[src/sv/assert_macros.svh]
// Assertion shorthands shared by the RTL files.
`ifndef ASSERT_MACROS_SVH
`define ASSERT_MACROS_SVH

// Clocked property, held off while reset is high.
`define ASSERT_CLK(label, prop, msg) \
  label: assert property (@(posedge clk) disable iff (rst) prop) else $error(msg);

// Condition that must never be seen at a clock edge outside reset.
`define ASSERT_NEVER(label, cond, msg) \
  label: assert property (@(posedge clk) disable iff (rst) !(cond)) else $error(msg);

`endif

[src/sv/mer_pkg.sv]
package mer_pkg;

  localparam int RADIUS_BITS = 10;
  localparam int COORD_BITS  = 12;

  localparam int PIX_W  = COORD_BITS + 1;
  localparam int STEP_W = RADIUS_BITS + 1;
  localparam int SQ_W   = 2 * RADIUS_BITS;
  localparam int MA_W   = 2 * RADIUS_BITS;
  localparam int MB_W   = 2 * RADIUS_BITS + 4;
  localparam int PROD_W = MA_W + MB_W;
  localparam int PQ_W   = 3 * RADIUS_BITS + 1;
  localparam int DEC_W  = 4 * RADIUS_BITS + 8;
  localparam int OFS_W  = (PIX_W > STEP_W + 1) ? PIX_W : STEP_W + 1;

  localparam int BEATS = 4;
  localparam int IDX_W = $clog2(BEATS);

  // Item opcodes
  localparam logic OP_START = 1'b0;
  localparam logic OP_STEP  = 1'b1;

  typedef enum logic [4:0] {
    DP_NONE,
    DP_START,
    DP_SQ_MAJOR,
    DP_SQ_MINOR,
    DP_A2B,
    DP_INIT_D,
    DP_T_T,
    DP_T_BT,
    DP_T_U,
    DP_T_AU,
    DP_T_AB,
    DP_T_FIN,
    DP_MOVE,
    DP_MUL_P,
    DP_MUL_Q,
    DP_UPD_D,
    DP_EMIT
  } dp_op_t;

  typedef struct packed {
    dp_op_t           op;
    logic             region2;
    logic             vertex;
    logic [IDX_W-1:0] index;
    logic             last;
    logic             done;
  } dp_cmd_t;

  typedef struct packed {
    logic cond;
    logic y_gt1;
    logic out_free;
  } dp_status_t;

endpackage

[src/sv/mer_in_if.sv]
interface mer_in_if import mer_pkg::*; ();
  logic                          valid;
  logic                          ready;
  logic                          op;
  logic signed [COORD_BITS-1:0]  center_x;
  logic signed [COORD_BITS-1:0]  center_y;
  logic        [RADIUS_BITS-1:0] radius_x;
  logic        [RADIUS_BITS-1:0] radius_y;

  modport source (output valid, op, center_x, center_y, radius_x, radius_y, input ready);
  modport sink (input valid, op, center_x, center_y, radius_x, radius_y, output ready);
endinterface

[src/sv/mer_out_if.sv]
interface mer_out_if import mer_pkg::*; ();
  logic                    valid;
  logic                    ready;
  logic signed [PIX_W-1:0] pixel_x;
  logic signed [PIX_W-1:0] pixel_y;
  logic                    last_of_run;
  logic                    curve_done;

  modport source (output valid, pixel_x, pixel_y, last_of_run, curve_done, input ready);
  modport sink (input valid, pixel_x, pixel_y, last_of_run, curve_done, output ready);
endinterface

[src/sv/mer_datapath.sv]
`include "assert_macros.svh"

module mer_datapath import mer_pkg::*; (
  input  logic                           clk,
  input  logic                           rst,
  input  dp_cmd_t                        cmd,
  output dp_status_t                     status,
  input  logic signed [COORD_BITS-1:0]   center_x,
  input  logic signed [COORD_BITS-1:0]   center_y,
  input  logic        [RADIUS_BITS-1:0]  radius_x,
  input  logic        [RADIUS_BITS-1:0]  radius_y,
  input  logic                           pixel_ready,
  output logic                           pixel_valid,
  output logic signed [PIX_W-1:0]        pixel_x,
  output logic signed [PIX_W-1:0]        pixel_y,
  output logic                           last_of_run,
  output logic                           curve_done
);

  logic signed [COORD_BITS-1:0]  origin_x;
  logic signed [COORD_BITS-1:0]  origin_y;
  logic        [RADIUS_BITS-1:0] major;
  logic        [RADIUS_BITS-1:0] minor;
  logic                          swapped;
  logic [SQ_W-1:0]               a2;
  logic [SQ_W-1:0]               b2;
  logic [STEP_W-1:0]             x;
  logic [STEP_W-1:0]             y;
  logic [DEC_W-1:0]              d;
  logic [PQ_W-1:0]               p;
  logic [PQ_W-1:0]               q;
  logic                          moved;
  logic [PROD_W-1:0]             prod;

  logic [MA_W-1:0]   mul_a;
  logic [MB_W-1:0]   mul_b;
  logic [STEP_W:0]   t;
  logic [STEP_W-1:0] u;
  logic [DEC_W-1:0]  prod_d;
  logic [DEC_W-1:0]  p_d;
  logic [DEC_W-1:0]  a2_d;
  logic [DEC_W-1:0]  b2_d;
  logic              d_neg;
  logic              d_pos;

  logic [STEP_W-1:0] h_mag;
  logic [STEP_W-1:0] v_mag;
  logic              neg_h;
  logic              neg_v;
  logic [OFS_W-1:0]  h_ofs;
  logic [OFS_W-1:0]  v_ofs;
  logic [OFS_W-1:0]  sum_x;
  logic [OFS_W-1:0]  sum_y;

  assign t      = {x, 1'b1};
  assign u      = y - STEP_W'(1);
  assign prod_d = DEC_W'(prod);
  assign p_d    = DEC_W'(p);
  assign a2_d   = DEC_W'(a2);
  assign b2_d   = DEC_W'(b2);
  assign d_neg  = d[DEC_W-1];
  assign d_pos  = !d_neg && (d != '0);

  assign status.cond     = p < q;
  assign status.y_gt1    = y > STEP_W'(1);
  assign status.out_free = !pixel_valid || pixel_ready;

  // Shared multiplier operand select
  always_comb begin
    mul_a = '0;
    mul_b = '0;
    unique case (cmd.op)
      DP_SQ_MAJOR: begin mul_a = MA_W'(major);  mul_b = MB_W'(major); end
      DP_SQ_MINOR: begin mul_a = MA_W'(minor);  mul_b = MB_W'(minor); end
      DP_A2B:      begin mul_a = a2;            mul_b = MB_W'(minor); end
      DP_MUL_P:    begin mul_a = b2;            mul_b = MB_W'(x);     end
      DP_MUL_Q:    begin mul_a = a2;            mul_b = MB_W'(y);     end
      DP_T_T:      begin mul_a = MA_W'(t);      mul_b = MB_W'(t);     end
      DP_T_BT:     begin mul_a = b2;            mul_b = prod[MB_W-1:0]; end
      DP_T_U:      begin mul_a = MA_W'(u);      mul_b = MB_W'(u);     end
      DP_T_AU:     begin mul_a = a2;            mul_b = prod[MB_W-1:0]; end
      DP_T_AB:     begin mul_a = a2;            mul_b = MB_W'(b2);    end
      default: ;
    endcase
  end

  always_ff @(posedge clk) begin
    prod <= mul_a * mul_b;
  end

  // Walk state and decision variable
  always_ff @(posedge clk) begin
    if (rst) begin
      origin_x <= '0;
      origin_y <= '0;
      major    <= '0;
      minor    <= '0;
      swapped  <= 1'b0;
      a2       <= '0;
      b2       <= '0;
      x        <= '0;
      y        <= '0;
      d        <= '0;
      p        <= '0;
      q        <= '0;
      moved    <= 1'b0;
    end else begin
      unique case (cmd.op)
        DP_START: begin
          origin_x <= center_x;
          origin_y <= center_y;
          swapped  <= radius_y > radius_x;
          major    <= (radius_y > radius_x) ? radius_y : radius_x;
          minor    <= (radius_y > radius_x) ? radius_x : radius_y;
          x        <= '0;
          y        <= STEP_W'((radius_y > radius_x) ? radius_x : radius_y);
        end
        DP_SQ_MINOR: a2 <= prod[SQ_W-1:0];
        DP_A2B:      b2 <= prod[SQ_W-1:0];
        DP_INIT_D: begin
          p <= '0;
          q <= prod[PQ_W-1:0];
          d <= (b2_d << 2) - (prod_d << 2) + a2_d;
        end
        DP_T_U:   d <= prod_d;
        DP_T_AB:  d <= d + (prod_d << 2);
        DP_T_FIN: d <= d - (prod_d << 2);
        DP_MOVE: begin
          if (!cmd.region2) begin
            x     <= x + STEP_W'(1);
            moved <= !d_neg;
            if (!d_neg) begin
              y <= y - STEP_W'(1);
            end
          end else begin
            y     <= y - STEP_W'(1);
            moved <= !d_pos;
            if (!d_pos) begin
              x <= x + STEP_W'(1);
            end
          end
        end
        DP_MUL_Q: p <= prod[PQ_W-1:0];
        DP_UPD_D: begin
          q <= prod[PQ_W-1:0];
          if (!cmd.region2) begin
            d <= d + (p_d << 3) + (b2_d << 2) - (moved ? (prod_d << 3) : '0);
          end else begin
            d <= d + (a2_d << 2) - (prod_d << 3) + (moved ? (p_d << 3) : '0);
          end
        end
        default: ;
      endcase
    end
  end

  // Offset of the current beat: vertices on start, mirrored points on a step
  always_comb begin
    if (cmd.vertex) begin
      h_mag = cmd.index[1] ? STEP_W'(swapped ? minor : major) : '0;
      v_mag = cmd.index[1] ? '0 : STEP_W'(swapped ? major : minor);
      neg_h = cmd.index[0];
      neg_v = cmd.index[0];
    end else begin
      h_mag = swapped ? y : x;
      v_mag = swapped ? x : y;
      neg_h = cmd.index[1];
      neg_v = cmd.index[0];
    end
    h_ofs = neg_h ? -OFS_W'(h_mag) : OFS_W'(h_mag);
    v_ofs = neg_v ? -OFS_W'(v_mag) : OFS_W'(v_mag);
    sum_x = OFS_W'(origin_x) + h_ofs;
    sum_y = OFS_W'(origin_y) + v_ofs;
  end

  // Output register
  always_ff @(posedge clk) begin
    if (rst) begin
      pixel_valid <= 1'b0;
    end else if (cmd.op == DP_EMIT) begin
      pixel_valid <= 1'b1;
    end else if (pixel_ready) begin
      pixel_valid <= 1'b0;
    end
  end

  always_ff @(posedge clk) begin
    if (cmd.op == DP_EMIT) begin
      pixel_x     <= sum_x[PIX_W-1:0];
      pixel_y     <= sum_y[PIX_W-1:0];
      last_of_run <= cmd.last;
      curve_done  <= cmd.done;
    end
  end

  `ASSERT_CLK(a_emit_into_free, (cmd.op == DP_EMIT) |-> (!pixel_valid || pixel_ready), "beat loaded over a waiting beat")
  `ASSERT_NEVER(a_y_bound, y > STEP_W'(minor), "walk y above minor radius")

endmodule

[src/sv/mer_ctrl.sv]
`include "assert_macros.svh"

module mer_ctrl import mer_pkg::*; (
  input  logic       clk,
  input  logic       rst,
  input  logic       item_valid,
  input  logic       item_op,
  output logic       item_ready,
  input  dp_status_t status,
  output dp_cmd_t    cmd
);

  typedef enum logic [3:0] {
    ST_WAIT,
    ST_SQ_MAJOR,
    ST_SQ_MINOR,
    ST_A2B,
    ST_INIT_D,
    ST_T_T,
    ST_T_BT,
    ST_T_U,
    ST_T_AU,
    ST_T_AB,
    ST_T_FIN,
    ST_MOVE,
    ST_MUL_P,
    ST_MUL_Q,
    ST_UPD_D,
    ST_EMIT
  } state_t;

  typedef enum logic [1:0] {PH_IDLE, PH_R1, PH_R2, PH_DONE} phase_t;

  state_t           state;
  phase_t           phase;
  logic             vertex;
  logic [IDX_W-1:0] beat;
  logic             accept;
  logic             more;
  logic             last;

  assign item_ready = (state == ST_WAIT);
  assign accept     = item_valid && item_ready;
  assign more       = (phase == PH_R1) ? (status.cond || status.y_gt1) : status.y_gt1;
  assign last       = (beat == IDX_W'(BEATS - 1));

  always_comb begin
    cmd.op      = DP_NONE;
    cmd.region2 = (phase == PH_R2);
    cmd.vertex  = vertex;
    cmd.index   = beat;
    cmd.last    = last;
    cmd.done    = !more;
    unique case (state)
      ST_WAIT:     if (accept && item_op == OP_START) cmd.op = DP_START;
      ST_SQ_MAJOR: cmd.op = DP_SQ_MAJOR;
      ST_SQ_MINOR: cmd.op = DP_SQ_MINOR;
      ST_A2B:      cmd.op = DP_A2B;
      ST_INIT_D:   cmd.op = DP_INIT_D;
      ST_T_T:      cmd.op = DP_T_T;
      ST_T_BT:     cmd.op = DP_T_BT;
      ST_T_U:      cmd.op = DP_T_U;
      ST_T_AU:     cmd.op = DP_T_AU;
      ST_T_AB:     cmd.op = DP_T_AB;
      ST_T_FIN:    cmd.op = DP_T_FIN;
      ST_MOVE:     cmd.op = DP_MOVE;
      ST_MUL_P:    cmd.op = DP_MUL_P;
      ST_MUL_Q:    cmd.op = DP_MUL_Q;
      ST_UPD_D:    cmd.op = DP_UPD_D;
      ST_EMIT:     if (status.out_free) cmd.op = DP_EMIT;
    endcase
  end

  always_ff @(posedge clk) begin
    if (rst) begin
      state  <= ST_WAIT;
      phase  <= PH_IDLE;
      vertex <= 1'b0;
      beat   <= '0;
    end else begin
      unique case (state)
        ST_WAIT: begin
          if (accept) begin
            if (item_op == OP_START) begin
              phase  <= PH_R1;
              vertex <= 1'b1;
              state  <= ST_SQ_MAJOR;
            end else begin
              vertex <= 1'b0;
              priority if (phase == PH_R1 && status.cond) begin
                state <= ST_MOVE;
              end else if ((phase == PH_R1 || phase == PH_R2) && !status.y_gt1) begin
                phase <= PH_DONE;
              end else if (phase == PH_R1) begin
                phase <= PH_R2;
                state <= ST_T_T;
              end else if (phase == PH_R2) begin
                state <= ST_MOVE;
              end else begin
                state <= ST_WAIT;
              end
            end
          end
        end
        ST_SQ_MAJOR: state <= ST_SQ_MINOR;
        ST_SQ_MINOR: state <= ST_A2B;
        ST_A2B:      state <= ST_INIT_D;
        ST_INIT_D: begin
          beat  <= '0;
          state <= ST_EMIT;
        end
        ST_T_T:   state <= ST_T_BT;
        ST_T_BT:  state <= ST_T_U;
        ST_T_U:   state <= ST_T_AU;
        ST_T_AU:  state <= ST_T_AB;
        ST_T_AB:  state <= ST_T_FIN;
        ST_T_FIN: state <= ST_MOVE;
        ST_MOVE:  state <= ST_MUL_P;
        ST_MUL_P: state <= ST_MUL_Q;
        ST_MUL_Q: state <= ST_UPD_D;
        ST_UPD_D: begin
          beat  <= '0;
          state <= ST_EMIT;
        end
        ST_EMIT: begin
          if (status.out_free) begin
            beat <= beat + IDX_W'(1);
            if (last) begin
              state <= ST_WAIT;
              if (!more) begin
                phase <= PH_DONE;
              end
            end
          end
        end
      endcase
    end
  end

  `ASSERT_CLK(a_start_latency, (accept && item_op == OP_START) |-> ##5 (state == ST_EMIT), "start did not reach emit in five cycles")
  `ASSERT_CLK(a_walk_phase, (state == ST_MOVE) |-> (phase == PH_R1 || phase == PH_R2), "move outside a walking phase")

endmodule

[src/sv/midpoint_ellipse_rasterizer_core.sv]
// Sequencing: a start runs the setup states (squares, seed, initial decision) on the shared
//   multiplier, then pushes 4 output beats; an emitting step runs the move and update states
//   on the shared multiplier, then pushes 4 output beats; the step that enters region 2 first
//   runs the region 2 seed states; a step with nothing to emit only takes the accept. Output
//   stalls also hold the block, and no new item is taken until the last beat is loaded.
// Reset: synchronous, active high; clears sequencer, phase, walk state, valid.

module midpoint_ellipse_rasterizer_core import mer_pkg::*; (
  input  logic       clk,
  input  logic       rst,
  mer_in_if.sink     item,
  mer_out_if.source  pixel
);

  // Command and status between the sequencer and the arithmetic.
  // The sequencer owns the item handshake and the phase (idle, region 1,
  // region 2, done); the datapath owns the radii, squares, walk coordinates,
  // the 4x-scaled decision variable and the output register.
  dp_cmd_t    cmd;
  dp_status_t status;

  // Sequencer: accept one item at a time, walk the datapath through the
  // multiplier schedule, then push four beats into the output register for an emitting item.
  mer_ctrl u_ctrl (
    .clk        (clk),
    .rst        (rst),
    .item_valid (item.valid),
    .item_op    (item.op),
    .item_ready (item.ready),
    .status     (status),
    .cmd        (cmd)
  );

  // Datapath: one registered multiplier shared by the setup squares, the region 1
  // test, the decision update and the region 2 seed; the output register
  // holds a beat while the consumer stalls.
  mer_datapath u_dp (
    .clk         (clk),
    .rst         (rst),
    .cmd         (cmd),
    .status      (status),
    .center_x    (item.center_x),
    .center_y    (item.center_y),
    .radius_x    (item.radius_x),
    .radius_y    (item.radius_y),
    .pixel_ready (pixel.ready),
    .pixel_valid (pixel.valid),
    .pixel_x     (pixel.pixel_x),
    .pixel_y     (pixel.pixel_y),
    .last_of_run (pixel.last_of_run),
    .curve_done  (pixel.curve_done)
  );

endmodule
[src/flat_wrapper.sv]
// flat-port wrapper written by rule: the top's interface ports become plain ports
module midpoint_ellipse_rasterizer_core_flat import mer_pkg::*;
  (clk, rst, item_valid, item_op, item_center_x, item_center_y, item_radius_x, item_radius_y, item_ready, pixel_valid, pixel_pixel_x, pixel_pixel_y, pixel_last_of_run, pixel_curve_done, pixel_ready);
  mer_in_if item_i ();
  mer_out_if pixel_i ();
  input  logic clk;
  input  logic rst;
  input wire logic [$bits(item_i.valid)-1:0] item_valid;
  input wire logic [$bits(item_i.op)-1:0] item_op;
  input wire logic [$bits(item_i.center_x)-1:0] item_center_x;
  input wire logic [$bits(item_i.center_y)-1:0] item_center_y;
  input wire logic [$bits(item_i.radius_x)-1:0] item_radius_x;
  input wire logic [$bits(item_i.radius_y)-1:0] item_radius_y;
  output wire logic [$bits(item_i.ready)-1:0] item_ready;
  output wire logic [$bits(pixel_i.valid)-1:0] pixel_valid;
  output wire logic [$bits(pixel_i.pixel_x)-1:0] pixel_pixel_x;
  output wire logic [$bits(pixel_i.pixel_y)-1:0] pixel_pixel_y;
  output wire logic [$bits(pixel_i.last_of_run)-1:0] pixel_last_of_run;
  output wire logic [$bits(pixel_i.curve_done)-1:0] pixel_curve_done;
  input wire logic [$bits(pixel_i.ready)-1:0] pixel_ready;
  assign item_i.valid = item_valid;
  assign item_i.op = item_op;
  assign item_i.center_x = item_center_x;
  assign item_i.center_y = item_center_y;
  assign item_i.radius_x = item_radius_x;
  assign item_i.radius_y = item_radius_y;
  assign item_ready = item_i.ready;
  assign pixel_valid = pixel_i.valid;
  assign pixel_pixel_x = pixel_i.pixel_x;
  assign pixel_pixel_y = pixel_i.pixel_y;
  assign pixel_last_of_run = pixel_i.last_of_run;
  assign pixel_curve_done = pixel_i.curve_done;
  assign pixel_i.ready = pixel_ready;
  midpoint_ellipse_rasterizer_core u_core (.clk(clk), .rst(rst), .item(item_i), .pixel(pixel_i));
endmodule
[config.mk]
export PLATFORM = sky130hd
export DESIGN_NAME = midpoint_ellipse_rasterizer_core_flat
export DESIGN_NICKNAME = d
export VERILOG_FILES = /design/src/sv/mer_pkg.sv /design/src/sv/mer_in_if.sv /design/src/sv/mer_out_if.sv /design/src/sv/mer_datapath.sv /design/src/sv/mer_ctrl.sv /design/src/sv/midpoint_ellipse_rasterizer_core.sv /design/src/flat_wrapper.sv
export VERILOG_INCLUDE_DIRS = /design/src /design/src/sv
export SDC_FILE = /design/constraint.sdc
export NUM_CORES = 2
export LEC_CHECK = 0
export BUFFER_PORTS_ARGS = -buffer_cell sky130_fd_sc_hd__buf_2
export CELL_PAD_IN_SITES_DETAIL_PLACEMENT = 1
export CELL_PAD_IN_SITES_GLOBAL_PLACEMENT = 1
export CORE_ASPECT_RATIO = 1.25
export CORE_MARGIN = 2
export CORE_UTILIZATION = 25
export CTS_BUF_LIST = sky130_fd_sc_hd__clkbuf_8
export CTS_CLUSTER_DIAMETER = 60
export DETAILED_ROUTE_END_ITERATION = 16
export GPL_TIMING_DRIVEN = 0
export PLACE_DENSITY = 0.48
export SYNTH_ARGS = -nofsm -noshare
export SYNTH_HDL_FRONTEND = slang
export SYNTH_HIERARCHICAL = 1
export SYNTH_SLANG_ARGS = --single-unit
[constraint.sdc]
create_clock -name clk -period 26 [get_ports clk]
set_input_delay 2.6 -clock clk [delete_from_list [all_inputs] [get_ports clk]]
set_output_delay 2.6 -clock clk [all_outputs]
set_load 0.01 [all_outputs]
[Word-level counts from Yosys, hierarchy flattened]
Cells that the tools add are included.
Widths: inputs -> output; s select.
Cells by class
  add/subtract/negate cells: 17
  $mul: 1
  magnitude comparators: 3
  equal/unequal tests: 43
  mux-type cells: 55
  bitwise logic cells: 1
  reduce and logical (&&, ||, !) cells: 33
Operators by type and width (number)
  $pmux 48 s5: 1
  $pmux 24 s8: 1
  $pmux 20 s6: 1
  $add 48x22->48: 2
  $add 48x34->48: 2
  $sub 48x47->48: 2
  $mux 11: 8
  $pmux 5 s16: 1
  $mux 10: 7
  $pmux 31 s2: 1
  $pmux 4 s15: 1
  $add 47x21->48: 1
  $add 48x46->48: 1
  $mux 48: 1
  $reduce_bool 48->1: 1
  $sub 48x46->48: 1
  $mux 47: 1
  $sub 22x46->47: 1
  $mul 20x24->44: 1
  $pmux 11 s2: 2
  $eq 5x4->1 const B: 8
  $mux 34: 1
  $eq 4x4->1 const B: 8
  $mux 4: 8
  other kinds (39): 91
Storage, ports and cells
  register bits: 300
  output and inout port bits: 30
  logic and storage cells: 176

[Depth between registers and ports, before layout]
  depth after elaboration: 9
  depth in mapped cells: 40
  mapped depth without buffers: 36

[Cells and area by module]
Netlist, hierarchy kept.
By module, submodules not included
  mer_datapath: times used 1, cells an instance 5831, area each 46284.4 um^2, seq. area each 6105.9 um^2
  mer_ctrl: times used 1, cells an instance 81, area each 679.4 um^2, seq. area each 180.2 um^2

[Least setup slack after synthesis]
Ideal clock, no wire load.
  path type: in2reg
  from: in pixel_ready
  to: reg u_core.u_dp.prod[43]
  setup time: 0.072 ns
  arrival: 11.311 ns
  required time: 25.928 ns
  slack: 14.617 ns
  cell stages on the path: 36
  buffers on the path: 4
  cell sequence: nand2b_1 and2_2 clkbuf_1 nor2_1 and2_1 nand2_1 nor2_1 clkbuf_1 buf_1 a22o_1 clkbuf_1 nand2_1 fa_1 inv_1 fa_1 inv_1 fa_1 inv_1 fa_1 fa_1 fa_1 inv_1 fa_1 inv_1 ha_1 a21o_1 a21o_1 a21oi_1 o21ai_0 a21oi_1 a31oi_1 a211o_1 a311oi_1 o21ai_0 a21oi_1 xnor2_1
RTL lines
  from (decl): RTL line flat_wrapper.sv:20  | input wire logic [$bits(pixel_i.ready)-1:0] pixel_ready;
  to (signal assigned): RTL line mer_datapath.sv:88  | prod <= mul_a * mul_b;
  to (decl): RTL line mer_datapath.sv:33  | logic [PROD_W-1:0] prod;

==> flow_summary.json <==
{
  "status": "complete, no violations",
  "clockRootBuffer": "clkbuf_8",
  "setup_viol": 0,
  "yosysUniqueCellTypes": 97,
  "synth_fp_nets": 6936,
  "maxSlewHeadroom_pct": 2.672,
  "r2r_end": "u_core/u_dp/prod[31]",
  "top_layer_used": "met5",
  "grt_pass1_wl_mm": 336.4,
  "io_pins": 79,
  "cp.required_ps": 26590,
  "die_area_sq_um": 191400,
  "end_kind": "register",
  "cts_resized": 0,
  "dr_wl_met2_mm": 115.4,
  "fin_crit_sh_pct": 56.65,
  "critPathArrivalTime_ps": 15320,
  "cp-start-kind": "input port",
  "hold_end": "u_core/u_dp/q[1]",
  "grt.overflow.total": 0,
  "hold_depth": 2,
  "initial_core_util_pct": 25.19,
  "rsz0062_at_grt": "false",
  "vias": 44200,
  "portBuffers": 78,
  "wl_met1_mm": 98.46,
  "core_region_area_sq_um": 186500,
  "gp_congestion": 0.9248,
  "drive_above_1_share_pct": 4.701,
  "tritoncts": "built",
  "clk_latency_ps": 800,
  "wl_per_cell_um": 27.06,
  "holdBufCountCts": 0,
  "die_w_um": 391.7,
  "fin_util_pct": 28.00,
  "post-route-min-period_ps": 14730,
  "drv_cap": 0,
  "max_stage_delay_ps": 930,
  "critPathMaxFanout": 10,
  "ys.flop_type": "dfxtp_1",
  "synthesis.area_sq_um": 46960,
  "drv_slew": 0,
  "critPathKind": "in2reg",
  "skew_ps": 76.36,
  "netlist.top_cell.by_area": "fa_1",
  "dpl.hpwl_mm": 195.0,
  "numCtsBuffers": 69,
  "synth_top_area_share_pct": 21.27,
  "drtAntennaViolNets": 0,
  "yosys_warnings": 6,
  "final-hold-violation-count": 0,
  "ctsLongestPathBuffers": 3,
  "dr_wl_met3_mm": 7.517,
  "htreeDepth": 3,
  "grt_pass1_vias": 47390,
  "cts.clk_slew.worst_paths_ps": 60,
  "rows": 177,
  "cpMaxStageDelayCell": "nor2_1",
  "tns_ps": 0,
  "area_delta_synth_final_pct": 11.19,
  "die-height_um": 488.6,
  "synthCells": 5912,
  "grt_use_total_pct": 24.31,
  "syn_area_per_cell_sq_um": 7.944,
  "synth-seq-area-share_pct": 13.38,
  "via_per_inst": 5.118,
  "first_iter_violations": 2354,
  "drt-total-wl_mm": 233.7,
  "synth_seq_cells": 300,
  "max_freq_mhz": 67.90,
  "synth_edf_count": 28,
  "synthArstFlopShare_pct": 0,
  "hp-class": "reg2reg",
  "post-cts-setup-buffer-count": 0,
  "antenna_found_initial": 7,
  "ys_top_cells_by_area": "fa_1, ha_1, dfxtp_1",
  "ff2ff_setup_slack_ps": 12150,
  "grt_max_degree": 29,
  "rr_startpoint": "u_core/u_ctrl/state[0]",
  "crit_top_cell": "fa_1",
  "drc": 0,
  "dr.pass1.iters": 6,
  "worst_pin_slew_ps": 1460,
  "fin_nets": 7101,
  "clock_sinks": 300,
  "rr_worst_depth": 32,
  "min_from": "u_core/u_dp/q[1]"
}
[cells by family (layout without fill, tap and decap cells)]
group	after synthesis	in the layout	share of synthesized area, %
AO/OA/AOI/OAI	1321	1321	18.52
adder cells (fa/ha/maj)	975	975	33.95
AND/OR/NAND/NOR	1764	1764	17.08
multiplexers	80	80	1.710
buffers and inverters	1146	1360	9.239
other	0	4	0
flip-flops	300	300	13.38
XOR/XNOR	326	326	6.112
[routing by layer]
metal	vias up	track usage [%]
li1	20190	-
met1	22710	29.43
met2	956	43.02
met3	342	2.169
met4	4	11.76
met5	-	0
[flip-flops by register name, indices dropped and copies added, names as in the netlist, 2 cells and up]
name and flops:
u_core/u_dp/x 11, u_core/u_ctrl/phase 2, u_core/u_dp/origin_y 12, u_core/u_dp/minor 10
u_core/u_dp/a2 20, u_core/u_dp/q 31, u_core/u_dp/b2 20, u_core/u_ctrl/state 4
u_core/u_dp/d 48, u_core/u_dp/major 10, u_core/u_dp/origin_x 12, u_core/u_dp/prod 44
u_core/u_dp/pixel_y 13, u_core/u_dp/y 11, u_core/u_dp/p 31, u_core/u_dp/pixel_x 13
u_core/u_ctrl/beat 2
[synthesized netlist by cell type (60+ instances only)]
| cell type | instances |
|---|---|
| a21oi_1 | 409 |
| a21o_1 | 151 |
| inv_1 | 831 |
| dfxtp_1 | 272 |
| o21ai_0 | 198 |
| xor2_1 | 112 |
| ha_1 | 476 |
| nor3_1 | 73 |
| clkbuf_1 | 286 |
| xnor2_1 | 212 |
| a211oi_1 | 70 |
| mux2i_1 | 78 |
| nor2_1 | 477 |
| a22oi_1 | 75 |
| nand2b_1 | 60 |
| fa_1 | 499 |
| and2_1 | 85 |
| nand2_1 | 741 |
[layout by cell type, fill, tap and decap left out, drive strengths merged, types with 57 or more instances in the layout]
| master | count |
|---|---|
| xor2 | 112 |
| nor2 | 477 |
| ha | 476 |
| xnor2 | 214 |
| inv | 849 |
| nand2 | 741 |
| nand2b | 60 |
| nand4 | 58 |
| mux2i | 78 |
| a22oi | 75 |
| dfxtp | 272 |
| a21o | 151 |
| a21oi | 412 |
| o21ai | 204 |
| a211oi | 72 |
| buf | 123 |
| fa | 499 |
| clkbuf | 366 |
| nand3 | 57 |
| and2 | 88 |
| nor3 | 74 |
[how the worst max path moves through the flow]
stage	startpoint	to	slack, ps	depth (start not counted)
floorplan	pixel_ready	u_core/u_dp/prod[43]	14620	36
global placement	item_op	u_core/u_dp/prod[42]	9320	33
detailed placement	pixel_ready	u_core/u_dp/prod[43]	10620	37
CTS	pixel_ready	u_core/u_dp/prod[43]	11360	37
global route	pixel_ready	u_core/u_dp/prod[43]	10770	37
finish	pixel_ready	u_core/u_dp/prod[31]	11270	33
[stage by stage]
stage / setup WS (ps) / hold WS, ps / cells / area, sq um
final: 11270 / 449.6 / 8636 / 52220
after global routing: 10770 / 475.5 / 8633 / 52210
after CTS: 11360 / 452.1 / 8631 / 52200
after detailed placement: 10620 / 444.9 / 8511 / 50700
after global placement: 9319 / 440.5 / 8496 / 50490
after floorplan: 14620 / 431.9 / 5912 / 46960
[worst max-delay path, delay by kind of cell]
| family | cells | cell delay (ps) |
|---|---|---|
| compound gates | 5 | 2020 |
| fa+ha+maj | 8 | 4010 |
| buf+inv | 10 | 2640 |
| simple gates | 10 | 4000 |
[layout make-up]
| class | instances | area (sq um) |
|---|---|---|
| clock buffer | 80 | 1101 |
| multi-input combinational | 4466 | 36410 |
| sequential | 300 | 6286 |
| antenna | 4 | 10.01 |
| tap | 2506 | 3136 |
| fill | 22640 | 134300 |
| timing repair buffer | 94 | 538.0 |
| inverter | 831 | 3119 |
| clock inverter | 40 | 391.6 |
| buffer | 315 | 1225 |
Power is not shown: default switching activity piles up to over one toggle a cycle in this logic, so the estimate is an artifact.
